===== src/rtl/core/epoch_seconds_to_calendar_macros.svh =====
// ----------------------------------------------------------------------------
// Assertion macros for the seconds-to-calendar converter
// Wraps the clocked implication forms that the converter's checks use.
// ----------------------------------------------------------------------------
`ifndef EPOCH_SECONDS_TO_CALENDAR_MACROS_SVH
`define EPOCH_SECONDS_TO_CALENDAR_MACROS_SVH

// Same-cycle implication, sampled on clk and disabled while reset is low.
`define ESC_ASSERT_IMPLIES(label, ante, cons) \
  label: assert property (@(posedge clk) disable iff (!rst_n) (ante) |-> (cons)) \
    else $error("converter check failed");

// Next-cycle implication, sampled on clk and disabled while reset is low.
`define ESC_ASSERT_NEXT(label, ante, cons) \
  label: assert property (@(posedge clk) disable iff (!rst_n) (ante) |=> (cons)) \
    else $error("converter check failed");

`endif


===== src/rtl/core/esc_pkg.sv =====
// ----------------------------------------------------------------------------
// esc_pkg
// Widths, calendar constants and constant-divisor helpers for the converter.
// ----------------------------------------------------------------------------
package esc_pkg;

  localparam int unsigned EPOCH_W  = 32;
  localparam int unsigned YEAR_W   = 7;
  localparam int unsigned MONTH_W  = 4;
  localparam int unsigned DAY_W    = 5;
  localparam int unsigned HOUR_W   = 5;
  localparam int unsigned MINUTE_W = 6;
  localparam int unsigned SECOND_W = 6;
  localparam int unsigned DAYS_W   = 16;
  localparam int unsigned DOY_W    = 9;
  localparam int unsigned YQ_W     = 8;

  // Reciprocals, each rounded up; all exact over the operand ranges used.
  localparam logic [30:0] RECIP_15   = 31'd1145324613;  // 2^34 / 15
  localparam logic [18:0] RECIP_3    = 19'd349526;      // 2^20 / 3
  localparam logic [17:0] RECIP_1461 = 18'd183735;      // 2^28 / 1461
  localparam logic [15:0] RECIP_366  = 16'd45840;       // 2^24 / 366
  localparam logic [15:0] RECIP_365  = 16'd45965;       // 2^24 / 365

  localparam logic [DAYS_W-1:0] DAYS_PER_YEAR   = 16'd365;
  localparam logic [DAYS_W-1:0] DAYS_PER_CYCLE  = 16'd1461;
  localparam logic [DAYS_W-1:0] CYCLE_LAST_REM  = 16'd1460;
  localparam logic [8:0]        BASE_YEAR_LOW   = 9'd70;
  localparam logic [DOY_W-1:0]  LEAP_DAY_DOY    = 9'd60;
  localparam logic [MONTH_W-1:0] MONTH_FEB      = 4'd2;
  localparam logic [MONTH_W-1:0] MONTH_DEC      = 4'd12;
  localparam logic [DAY_W-1:0]  LEAP_DAY_DOM    = 5'd29;
  localparam logic [DAY_W-1:0]  LAST_DAY_DOM    = 5'd31;

  // Day of year on which the month before each one ends (non-leap year).
  localparam logic [DOY_W-1:0] MONTH_START [12] = '{
    9'd0,   9'd31,  9'd59,  9'd90,  9'd120, 9'd151,
    9'd181, 9'd212, 9'd243, 9'd273, 9'd304, 9'd334
  };

  // x / 60 for any 32-bit x, as (x >> 2) / 15.
  function automatic logic [26:0] div60(input logic [31:0] x);
    logic [60:0] p;
    p = 61'(x[31:2]) * 61'(RECIP_15);
    return p[60:34];
  endfunction

  // x / 24 for x below 1572864, as (x >> 3) / 3; the quotient is 16 bits wide.
  function automatic logic [DAYS_W-1:0] div24(input logic [20:0] x);
    logic [36:0] p;
    p = 37'(x[20:3]) * 37'(RECIP_3);
    return p[35:20];
  endfunction

  function automatic logic [5:0] div1461(input logic [DAYS_W-1:0] x);
    logic [33:0] p;
    p = 34'(x) * 34'(RECIP_1461);
    return p[33:28];
  endfunction

  function automatic logic [YQ_W-1:0] div366(input logic [DAYS_W-1:0] x);
    logic [31:0] p;
    p = 32'(x) * 32'(RECIP_366);
    return p[31:24];
  endfunction

  function automatic logic [YQ_W-1:0] div365(input logic [DAYS_W-1:0] x);
    logic [31:0] p;
    p = 32'(x) * 32'(RECIP_365);
    return p[31:24];
  endfunction

  // (70 + q) mod 100 for q up to 255; the sum stays below 400.
  function automatic logic [YEAR_W-1:0] year_low(input logic [YQ_W-1:0] q);
    logic [8:0] s;
    s = BASE_YEAR_LOW + 9'(q);
    if (s >= 9'd300) begin
      s = s - 9'd300;
    end else if (s >= 9'd200) begin
      s = s - 9'd200;
    end else if (s >= 9'd100) begin
      s = s - 9'd100;
    end
    return s[YEAR_W-1:0];
  endfunction

endpackage


===== src/rtl/core/esc_if.sv =====
// ----------------------------------------------------------------------------
// esc_if
// Valid/ready channels carrying timestamps in and calendar fields out.
// ----------------------------------------------------------------------------
interface esc_in_if;
  import esc_pkg::*;

  logic               valid;
  logic               ready;
  logic [EPOCH_W-1:0] seconds_since_epoch;

  modport source (output valid, output seconds_since_epoch, input ready);
  modport sink   (input valid, input seconds_since_epoch, output ready);
endinterface

interface esc_out_if;
  import esc_pkg::*;

  logic                valid;
  logic                ready;
  logic [YEAR_W-1:0]   year_two_digit;
  logic [MONTH_W-1:0]  month;
  logic [DAY_W-1:0]    day;
  logic [HOUR_W-1:0]   hour;
  logic [MINUTE_W-1:0] minute;
  logic [SECOND_W-1:0] second;

  modport source (output valid, output year_two_digit, output month, output day,
                  output hour, output minute, output second, input ready);
  modport sink   (input valid, input year_two_digit, input month, input day,
                  input hour, input minute, input second, output ready);
endinterface


===== src/rtl/core/epoch_seconds_to_calendar.sv =====
// ----------------------------------------------------------------------------
// epoch_seconds_to_calendar
// Converts seconds since 1970 into two-digit year, month, day and time of day.
// ----------------------------------------------------------------------------
//
//   Channel  Direction  Payload                                  Handshake
//   in_chan  sink       seconds_since_epoch (32 b)               valid/ready
//   out_chan source     year_two_digit, month, day, hour,        valid/ready
//                       minute, second
//
// One item enters per clock cycle while out_chan is not stalled. Each item
// passes through a chain of seven register stages before its result is
// offered on out_chan: five carry the constant-reciprocal divisions, the
// sixth forms the two-digit year and day of year, and the seventh does the
// month search.
// Reset (synchronous, active low) clears only the stage valid bits.
// A stalled result freezes every stage together, so in_chan.ready follows
// out_chan.ready whenever the last stage holds an item.
//
`include "epoch_seconds_to_calendar_macros.svh"

module epoch_seconds_to_calendar (
  input  logic      clk,
  input  logic      rst_n,
  esc_in_if.sink    in_chan,
  esc_out_if.source out_chan
);
  import esc_pkg::*;

  // Pipeline advance: every stage moves when the output is empty or taken.
  logic advance;

  // Stage valid bits.
  logic v1_r, v2_r, v3_r, v4_r, v5_r, v6_r, v7_r;

  // Stage 1: total minutes and the low bits of the raw seconds.
  logic [26:0]          q1_r;
  logic [5:0]           tlo1_r;

  // Stage 2: total hours, second of minute, low bits of total minutes.
  logic [20:0]          q2_r;
  logic [5:0]           qlo2_r;
  logic [SECOND_W-1:0]  sec2_r;
  logic [SECOND_W-1:0]  sec2_nxt;

  // Stage 3: whole days since 1970, minute of hour.
  logic [DAYS_W-1:0]    days3_r;
  logic [4:0]           hlo3_r;
  logic [MINUTE_W-1:0]  min3_r;
  logic [MINUTE_W-1:0]  min3_nxt;
  logic [SECOND_W-1:0]  sec3_r;

  // Stage 4: leap days so far, year count for the leap-year last day, hour.
  logic [DAYS_W-1:0]    days4_r;
  logic [5:0]           leaps4_r;
  logic [YQ_W-1:0]      q366_4_r;
  logic [HOUR_W-1:0]    hr4_r;
  logic [HOUR_W-1:0]    hr4_nxt;
  logic [MINUTE_W-1:0]  min4_r;
  logic [SECOND_W-1:0]  sec4_r;

  // Stage 5: last-day flag, leap-free day count and its year count.
  logic                 last5_r;
  logic [DAYS_W-1:0]    dd5_r;
  logic [YQ_W-1:0]      q365_5_r;
  logic [YQ_W-1:0]      q366_5_r;
  logic [HOUR_W-1:0]    hr5_r;
  logic [MINUTE_W-1:0]  min5_r;
  logic [SECOND_W-1:0]  sec5_r;
  logic [DAYS_W-1:0]    cyc_rem;
  logic [DAYS_W-1:0]    dd5_nxt;

  // Stage 6: two-digit year and day of year.
  logic                 last6_r;
  logic [YEAR_W-1:0]    yr6_r;
  logic [DOY_W-1:0]     doy6_r;
  logic [HOUR_W-1:0]    hr6_r;
  logic [MINUTE_W-1:0]  min6_r;
  logic [SECOND_W-1:0]  sec6_r;
  logic [YQ_W-1:0]      yq6_nxt;
  logic [DAYS_W-1:0]    doy6_full;

  // Stage 7: output register.
  logic [YEAR_W-1:0]    yr7_r;
  logic [MONTH_W-1:0]   mon7_r;
  logic [MONTH_W-1:0]   mon7_nxt;
  logic [DAY_W-1:0]     dom7_r;
  logic [DAY_W-1:0]     dom7_nxt;
  logic [HOUR_W-1:0]    hr7_r;
  logic [MINUTE_W-1:0]  min7_r;
  logic [SECOND_W-1:0]  sec7_r;

  // Month search.
  logic                 leap_yr;
  logic [DOY_W-1:0]     doy_adj;
  logic [MONTH_W-1:0]   mon_idx;
  logic [DOY_W-1:0]     dom_full;

  assign advance       = !v7_r || out_chan.ready;
  assign in_chan.ready = advance;

  // The valid bits are the only state that reset has to clear.
  always_ff @(posedge clk) begin
    if (!rst_n) begin
      v1_r <= 1'b0;
      v2_r <= 1'b0;
      v3_r <= 1'b0;
      v4_r <= 1'b0;
      v5_r <= 1'b0;
      v6_r <= 1'b0;
      v7_r <= 1'b0;
    end else if (advance) begin
      v1_r <= in_chan.valid;
      v2_r <= v1_r;
      v3_r <= v2_r;
      v4_r <= v3_r;
      v5_r <= v4_r;
      v6_r <= v5_r;
      v7_r <= v6_r;
    end
  end

  // Remainders are formed modulo a power of two just above the divisor, since
  // the true remainder always fits in that many bits.
  always_comb begin
    sec2_nxt = tlo1_r - 6'(12'(q1_r[5:0]) * 12'd60);
    min3_nxt = qlo2_r - 6'(12'(q2_r[5:0]) * 12'd60);
    hr4_nxt  = hlo3_r - 5'(10'(days3_r[4:0]) * 10'd24);
  end

  // The last day of a leap year is where (days + 366) is a whole number of
  // four-year cycles, i.e. where (days + 365) leaves a remainder of 1460.
  always_comb begin
    cyc_rem = (days4_r + DAYS_PER_YEAR) - 16'(22'(leaps4_r) * 22'(DAYS_PER_CYCLE));
    dd5_nxt = days4_r - 16'(leaps4_r);
  end

  always_comb begin
    yq6_nxt   = last5_r ? q366_5_r : q365_5_r;
    doy6_full = dd5_r - 16'(24'(q365_5_r) * 24'(DAYS_PER_YEAR)) + 16'd1;
  end

  // In a two-digit year divisible by four, days after the leap day move back
  // by one, after which the ordinary month table applies.
  always_comb begin
    leap_yr = (yr6_r[1:0] == 2'd0);
    doy_adj = (leap_yr && (doy6_r > LEAP_DAY_DOY)) ? doy6_r - 9'd1 : doy6_r;
    mon_idx = '0;
    for (int i = 1; i < 12; i++) begin
      if (doy_adj > MONTH_START[i]) begin
        mon_idx = MONTH_W'(i);
      end
    end
    dom_full = doy_adj - MONTH_START[mon_idx];
    if (last6_r) begin
      mon7_nxt = MONTH_DEC;
      dom7_nxt = LAST_DAY_DOM;
    end else if (leap_yr && (doy6_r == LEAP_DAY_DOY)) begin
      mon7_nxt = MONTH_FEB;
      dom7_nxt = LEAP_DAY_DOM;
    end else begin
      mon7_nxt = mon_idx + 4'd1;
      dom7_nxt = dom_full[DAY_W-1:0];
    end
  end

  // Payload stages follow the valid bits without a reset.
  always_ff @(posedge clk) begin
    if (advance) begin
      q1_r     <= div60(in_chan.seconds_since_epoch);
      tlo1_r   <= in_chan.seconds_since_epoch[5:0];

      q2_r     <= 21'(div60(32'(q1_r)));
      qlo2_r   <= q1_r[5:0];
      sec2_r   <= sec2_nxt;

      days3_r  <= div24(q2_r);
      hlo3_r   <= q2_r[4:0];
      min3_r   <= min3_nxt;
      sec3_r   <= sec2_r;

      days4_r  <= days3_r;
      leaps4_r <= div1461(days3_r + DAYS_PER_YEAR);
      q366_4_r <= div366(days3_r);
      hr4_r    <= hr4_nxt;
      min4_r   <= min3_r;
      sec4_r   <= sec3_r;

      last5_r  <= (cyc_rem == CYCLE_LAST_REM);
      dd5_r    <= dd5_nxt;
      q365_5_r <= div365(dd5_nxt);
      q366_5_r <= q366_4_r;
      hr5_r    <= hr4_r;
      min5_r   <= min4_r;
      sec5_r   <= sec4_r;

      last6_r  <= last5_r;
      yr6_r    <= year_low(yq6_nxt);
      doy6_r   <= doy6_full[DOY_W-1:0];
      hr6_r    <= hr5_r;
      min6_r   <= min5_r;
      sec6_r   <= sec5_r;

      yr7_r    <= yr6_r;
      mon7_r   <= mon7_nxt;
      dom7_r   <= dom7_nxt;
      hr7_r    <= hr6_r;
      min7_r   <= min6_r;
      sec7_r   <= sec6_r;
    end
  end

  assign out_chan.valid          = v7_r;
  assign out_chan.year_two_digit = yr7_r;
  assign out_chan.month          = mon7_r;
  assign out_chan.day            = dom7_r;
  assign out_chan.hour           = hr7_r;
  assign out_chan.minute         = min7_r;
  assign out_chan.second         = sec7_r;

  // A delivered result always carries a real date and time of day.
  `ESC_ASSERT_IMPLIES(a_month_range, v7_r, (mon7_r >= 4'd1) && (mon7_r <= MONTH_DEC))
  `ESC_ASSERT_IMPLIES(a_day_year_range, v7_r, (dom7_r != 5'd0) && (yr7_r < 7'd100))
  `ESC_ASSERT_IMPLIES(a_time_range, v7_r, (hr7_r < 5'd24) && (min7_r < 6'd60) && (sec7_r < 6'd60))
  // February never runs past the leap day.
  `ESC_ASSERT_IMPLIES(a_feb_len, v7_r && (mon7_r == MONTH_FEB), dom7_r <= LEAP_DAY_DOM)
  // A stalled output freezes the stage feeding it.
  `ESC_ASSERT_NEXT(a_stall_hold, !advance, $stable(yr6_r) && $stable(doy6_r) && $stable(v6_r))

endmodule


===== src/flat_wrapper.sv =====
// flat-port wrapper written by rule: the top's interface ports become plain ports
module epoch_seconds_to_calendar_flat import esc_pkg::*;
  (clk, rst_n, in_chan_valid, in_chan_seconds_since_epoch, in_chan_ready, out_chan_valid, out_chan_year_two_digit, out_chan_month, out_chan_day, out_chan_hour, out_chan_minute, out_chan_second, out_chan_ready);
  esc_in_if in_chan_i ();
  esc_out_if out_chan_i ();
  input  logic clk;
  input  logic rst_n;
  input wire logic [$bits(in_chan_i.valid)-1:0] in_chan_valid;
  input wire logic [$bits(in_chan_i.seconds_since_epoch)-1:0] in_chan_seconds_since_epoch;
  output wire logic [$bits(in_chan_i.ready)-1:0] in_chan_ready;
  output wire logic [$bits(out_chan_i.valid)-1:0] out_chan_valid;
  output wire logic [$bits(out_chan_i.year_two_digit)-1:0] out_chan_year_two_digit;
  output wire logic [$bits(out_chan_i.month)-1:0] out_chan_month;
  output wire logic [$bits(out_chan_i.day)-1:0] out_chan_day;
  output wire logic [$bits(out_chan_i.hour)-1:0] out_chan_hour;
  output wire logic [$bits(out_chan_i.minute)-1:0] out_chan_minute;
  output wire logic [$bits(out_chan_i.second)-1:0] out_chan_second;
  input wire logic [$bits(out_chan_i.ready)-1:0] out_chan_ready;
  assign in_chan_i.valid = in_chan_valid;
  assign in_chan_i.seconds_since_epoch = in_chan_seconds_since_epoch;
  assign in_chan_ready = in_chan_i.ready;
  assign out_chan_valid = out_chan_i.valid;
  assign out_chan_year_two_digit = out_chan_i.year_two_digit;
  assign out_chan_month = out_chan_i.month;
  assign out_chan_day = out_chan_i.day;
  assign out_chan_hour = out_chan_i.hour;
  assign out_chan_minute = out_chan_i.minute;
  assign out_chan_second = out_chan_i.second;
  assign out_chan_i.ready = out_chan_ready;
  epoch_seconds_to_calendar u_core (.clk(clk), .rst_n(rst_n), .in_chan(in_chan_i), .out_chan(out_chan_i));
endmodule

===== config.mk =====
export PLATFORM = sky130hd
export DESIGN_NAME = epoch_seconds_to_calendar_flat
export DESIGN_NICKNAME = d
export VERILOG_FILES = /design/src/rtl/core/esc_pkg.sv /design/src/rtl/core/esc_if.sv /design/src/rtl/core/epoch_seconds_to_calendar.sv /design/src/flat_wrapper.sv
export VERILOG_INCLUDE_DIRS = /design/src /design/src/rtl/core
export SDC_FILE = /design/constraint.sdc
export NUM_CORES = 2
export LEC_CHECK = 0
export ABC_AREA = 0
export BUFFER_PORTS_ARGS = -buffer_cell sky130_fd_sc_hd__buf_2
export CORE_MARGIN = 2
export CORE_UTILIZATION = 55
export DETAILED_ROUTE_END_ITERATION = 10
export MAX_ROUTING_LAYER = met4
export PLACE_DENSITY = 0.75
export SLEW_MARGIN = 20
export SYNTH_ARGS = -nofsm -noshare
export SYNTH_HDL_FRONTEND = slang
export SYNTH_SLANG_ARGS = --single-unit

===== constraint.sdc =====
create_clock -name clk -period 7.1 [get_ports clk]
set_clock_uncertainty 0.2 [all_clocks]
set_input_delay 1.065 -clock clk [delete_from_list [all_inputs] [get_ports clk]]
set_output_delay 1.065 -clock clk [all_outputs]
set_load 0.01 [all_outputs]

Word-level counts from Yosys, hierarchy flattened
Memory sizes are Yosys's and may differ from the RTL's.
Cells that the tools add are included.
- add/sub/neg operators: 16
- multiply operators: 11
- order comparisons: 16
- equal/unequal tests: 2
- multiplexer cells: 20
- bitwise gates (word level): 1
- reductions and logical operators: 6
- operators with widths (operator ; count):
    multiplier 30 x 31 -> 61 bit (second input constant) ; 1
    multiplier 25 x 31 -> 55 bit (second input constant) ; 1
    > comparator 9 x 8 -> 1 bit (second input constant) ; 4
    multiplier 18 x 18 -> 35 bit (second input constant) ; 1
    multiplier 16 x 18 -> 34 bit (second input constant) ; 1
    adder 16 x 9 -> 16 bit (second input constant) ; 2
    multiplier 16 x 16 -> 32 bit (second input constant) ; 1
    multiplier 16 x 12 -> 28 bit (second input constant) ; 1
    > comparator 9 bit (second input constant) ; 3
    two-way mux 7 bit ; 3
    two-way mux 4 bit ; 5
    > comparator 9 x 6 -> 1 bit (second input constant) ; 2
    > comparator 9 x 7 -> 1 bit (second input constant) ; 2
    equality test 16 x 11 -> 1 bit (second input constant) ; 1
    multiplier 6 x 11 -> 16 bit (second input constant) ; 1
    subtractor 16 bit ; 1
    subtractor 16 x 6 -> 16 bit ; 1
    subtractor 7 bit (second input constant) ; 2
    multiplier 6 x 4 -> 4 bit (second input constant) ; 2
    two-way mux 3 bit ; 4
    subtractor 6 bit ; 2
    two-way mux 5 bit ; 2
    subtractor 5 bit ; 2
    adder 7 x 8 -> 9 bit (first input constant) ; 1
    other kinds (23) ; 26
- register bits: 263
- ROM bits: 144
- input port bits: 36
- output and inout port bits: 35
- memories: 1
- memories (name ; words ; bits a word ; rd ports ; clocked after Yosys merged registers in ; write ports ; RTL line ; source):
    (name not given) ; 16 ; 9 ; 1 ; 0 ; 0 ; epoch_seconds_to_calendar.sv:154 ; dom_full = doy_adj - MONTH_START[mon_idx];

Logic depth before layout (Yosys ltp)
- depth in word-level cells: 21
- mapped depth: 36

Worst setup path after synthesis
No wires, ideal clock.
- path type: reg-to-reg
- start point: register u_core.leaps4_r[0]
- end point: register u_core.q365_5_r[7] (data pin)
- arrival: 7.331 ns
- setup slack: -0.691 ns
- cell stages (with the launch flop): 31
- buffers on the path: 0
- cell sequence: edfxtp_1 -> ha_1 -> inv_1 -> fa_1 -> a21o_1 -> a21oi_1 -> nor2b_1 -> o21a_1 -> or3_1 -> xnor2_1 -> inv_1 -> fa_1 -> inv_1 -> ha_1 -> inv_1 -> fa_1 -> fa_1 -> inv_1 -> fa_1 -> fa_1 -> ha_1 -> nor2b_1 -> o21ai_0 -> nand3_1 -> a311oi_1 -> o21ai_0 -> nand2_1 -> o21ai_0 -> o21a_1 -> nor2_1 -> xnor2_1
- word-level cells in the longest chain between the ends: 2
- RTL lines (what ; RTL line ; source):
    start: declaration ; epoch_seconds_to_calendar.sv:55 ; logic [5:0] leaps4_r;
    start signal: assignment ; epoch_seconds_to_calendar.sv:183 ; leaps4_r <= div1461(days3_r + DAYS_PER_YEAR);
    subtractor 16 x 6 -> 16 bit ; epoch_seconds_to_calendar.sv:135 ; dd5_nxt = days4_r - 16'(leaps4_r);
    multiplier 16 x 16 -> 32 bit ; esc_pkg.sv:69 ; p = 32'(x) * 32'(RECIP_365);
    end signal: assignment ; epoch_seconds_to_calendar.sv:191 ; q365_5_r <= div365(dd5_nxt);
    end: declaration ; epoch_seconds_to_calendar.sv:65 ; logic [YQ_W-1:0] q365_5_r;
Every way passes these cells.
A chain may end at the register's enable or synchronous reset.

Worst setup path after layout
- start point: register u_core.days4_r[0]
- end point: register u_core.q365_5_r[7] (data pin)
- word-level cells in the longest chain between the ends: 2
- RTL lines (what ; RTL line ; source):
    start: declaration ; epoch_seconds_to_calendar.sv:54 ; logic [DAYS_W-1:0] days4_r;
    start signal: assignment ; epoch_seconds_to_calendar.sv:182 ; days4_r <= days3_r;
    subtractor 16 x 6 -> 16 bit ; epoch_seconds_to_calendar.sv:135 ;
    multiplier 16 x 16 -> 32 bit ; esc_pkg.sv:69 ;
Every way passes these cells.

==> impl_results.md <==
* Number of design-rule violations left by the first detailed-router iteration at around 1100
* R2R Setup Slk at -140 ps
* Number of diodes at 0
* Gr ovfl total at 0
* Post-synth top area cell: ha_1
* Hold path cells at 0
* Drt pass-1 iters at 5
* Vias after detailed routing at slightly below 30000
* Core box area at 80400 um^2
* Nets at 6206
* CTS tree: done
* Rel. slew slack at 29.1%
* WL per Instance at between 15 and 20 um
* Max stage delay on crit path at ~550 ps
* DR vias/cell at 5.27
* CTS buffer count at 30
* Syn avg cell area at between 10 and 15 um^2
* First-pass GRT wire length at 158 mm
* Slew Viols, Final at 0
* DRC at 0
* Synth warn at 0
* Netlist area before placement at approximately 45000 um^2
* Share of the synthesized area in the top cell type at 31.2%
* Final HPWL DP at just over 80 mm
* I/O Pins at 71
* Layout cells sized above 1 at between 10% and 20%
* Min-delay src: u_core.q366_4_r[6]
* Setup ws final at -144 ps
* Die area at between 80000 and 90000 um^2
* Initial antenna violation count at 1
* Clock transition at the registers of the reported paths at 70 ps
* Root Buffer: clkbuf_16
* Status: finished with violations
* Synth Instances at between 4000 and 5000
* CP Data Required Time at between 7000 and 8000 ps
* Worst-path fanout max at 4
* Netlist cell types at between 80 and 90
* Finished Core Util at approximately 62%
* Yosys reg bits at about 260
* Reg2Reg Depth at 31
* Post-route ant nets at 0
* GPL Wtd Cong at 0.938
* Number of global-route vias before repair at 31300
* Endpoint class of the critical path: flip-flop
* Row cnt at about 100
* IO buf count at 70
* Insertion delay to the later sink of the worst-skew pair at 590 ps
* RSZ-0062 raised after global routing: yes
* Reg-to-reg startpoint: u_core.days4_r[0]
* Dpl ws at -460 ps
* Gr usage total at around a quarter
* Post-synth EDFFs at between 200 and 300
* Worst setup SP type: flip-flop
* H-tree Lvls at 1
* WL final at 95.3 mm
* Min-delay worst type: reg -> reg
* Worst Tran Pin Value at about 1100 ps
* Failing checks: negative setup slack
* Pin count of the biggest net entering global routing at between 70 and 80
* Peak Freq at 138 MHz
* WHS Endpoint: u_core.q366_5_r[6]
* Sequential element share of the synthesized area at 17.5%
* Top_reg_cell synth: edfxtp_1
* Tmin final at roughly 7200 ps
* Crit path arrival time at ~7400 ps
* Ys async rst share at 0%
* Final setup fails at 11
* Die Height at between 200 and 300 um
* FF-to-FF End: u_core.q365_5_r[7]
* Syn nets at 5838
* Clock Tree Buf Depth at 3
* Fin crit share at 102%
* Clk sinks at between 200 and 300
* P&R area growth vs syn at 12.4%
* Chip width at 289 um
* Critical path class: reg -> reg
* Max-Cap Viols at 0
* Initial core utilization at between 50% and 60%
* Final hold violation count at 0
* Slowest CP cell: fa_2
* Largest cells by area after synthesis: ha_1 31%, fa_1 28%, edfxtp_1 17%, inv_1 9.2%, xnor2_1 2.5%
* Fillers at 6240
## timing repair
item	4_1_cts	5_1_grt
pin swaps	85	59
resized for setup	61	60
hold buffers	0	0
setup endpoints to repair	14	20
setup buffers	18	8
## cells by family (layout without fill, tap and decap cells)
kind of cell / count (synthesis) / in the layout / synth area share (%)
AO/OA/AOI/OAI: 415 / 415 / 6.13
adder cells (fa/ha/maj): 1738 / 1738 / 59.3
flip-flops: 263 / 263 / 17.5
XOR/XNOR: 180 / 180 / 3.53
AND/OR/NAND/NOR: 360 / 360 / 4.04
buffers and inverters: 1097 / 1489 / 9.23
multiplexers: 11 / 11 / 0.278
## worst max-delay path: cells and delay by family, from the launching register on
| family | cells | cell delay, ps |
|---|---|---|
| compound gates | 8 | 1400 |
| xor+xnor | 2 | 320 |
| fa+ha+maj | 9 | 3450 |
| buf+inv | 6 | 340 |
| flops | 1 | 380 |
| simple gates | 6 | 910 |
## cells in the final DEF (no fill, tap or decap), types with 7 or more instances in the layout
cell | synthesis | final
o21ai_0 | 72 | 65
o211ai_1 | 8 | 8
inv_2 | 0 | 30
dfxtp_1 | 7 | 7
a21o_1 | 69 | 69
xor2_1 | 51 | 48
mux2i_1 | 9 | 9
nor3_1 | 29 | 29
fa_2 | 0 | 14
clkbuf_16 | 0 | 31
ha_2 | 0 | 7
inv_1 | 1091 | 1059
buf_4 | 0 | 267
a211oi_1 | 16 | 12
o21a_1 | 24 | 23
nand2b_1 | 17 | 14
ha_4 | 0 | 11
nor2b_1 | 19 | 17
and3_1 | 8 | 8
o21bai_1 | 14 | 14
nand3_1 | 29 | 27
a31oi_1 | 10 | 10
nor2_1 | 94 | 90
nand4_1 | 30 | 30
ha_1 | 1112 | 1094
nand2_1 | 86 | 81
a21oi_2 | 0 | 10
fa_1 | 626 | 612
buf_2 | 2 | 70
xnor2_1 | 129 | 115
a21oi_1 | 124 | 108
edfxtp_1 | 256 | 256
a21boi_0 | 10 | 9
inv_6 | 0 | 7
xnor2_2 | 0 | 8
## synth_stat cells, types with 19 or more instances
cell type	n
a21o_1	69
a21oi_1	124
edfxtp_1	256
fa_1	626
ha_1	1112
inv_1	1091
nand2_1	86
nand3_1	29
nand4_1	30
nor2_1	94
nor2b_1	19
nor3_1	29
o21a_1	24
o21ai_0	72
xnor2_1	129
xor2_1	51
## layout make-up
type | count | area, um^2 | share of cell area [%]
multi-input combinational | 2704 | 33400 | 66.5
sequential | 263 | 7830 | 15.6
inverter | 1091 | 4100 | 8.18
timing repair buffer | 342 | 2420 | 4.82
tap | 1060 | 1330 | 2.64
clock buffer | 32 | 779 | 1.55
clock inverter | 24 | 334 | 0.666
## flip-flops by register name, indices dropped and copies added (netlist names), 7 cells and up
register	count
u_core.days3_r	16
u_core.days4_r	16
u_core.dd5_r	9
u_core.doy6_r	9
u_core.out_chan.year_two_digit	7
u_core.q1_r	27
u_core.q2_r	21
u_core.q365_5_r	8
u_core.q366_4_r	8
u_core.q366_5_r	8
u_core.yr6_r	7
## how the worst max path moves through the flow
stage                             startpoint                  to  slack [ps]
after floorplan           u_core.leaps4_r[0]  u_core.q365_5_r[7]         -30
after global placement     u_core.days3_r[1]  u_core.leaps4_r[2]        -380
after detailed placement   u_core.days3_r[1]  u_core.leaps4_r[5]        -460
after CTS                  u_core.days4_r[0]  u_core.q365_5_r[5]        -180
after global routing       u_core.days4_r[0]  u_core.q365_5_r[7]        -470
final                      u_core.days4_r[0]  u_core.q365_5_r[7]        -140
## metal layers
layer | share of wire [%] | global-route usage [%] | vias up
li1 | - | - | 14000
met1 | 43 | 30.9 | 14400
met2 | 51 | 42.7 | 524
met4 | 2.6 | 5.66 | 0
met5 | 0 | - | -
met3 | 3.6 | 1.92 | 152
## metrics by stage
stage          area, um^2  TNS, ps  hold slack, ps  std cells
3_5_place_dp        48400    -5730             205       5434
5_1_grt             50200    -4500             224       5516
2_1_floorplan       44800    -42.9             200       4064
6_report            50200     -665             215       5516
4_1_cts             49800     -513             219       5508
3_3_place_gp        48400    -3610             201       5434
Power is left out: the tool's default activity adds up to more than one toggle a clock period on the data nets, which glitch-free logic cannot reach.
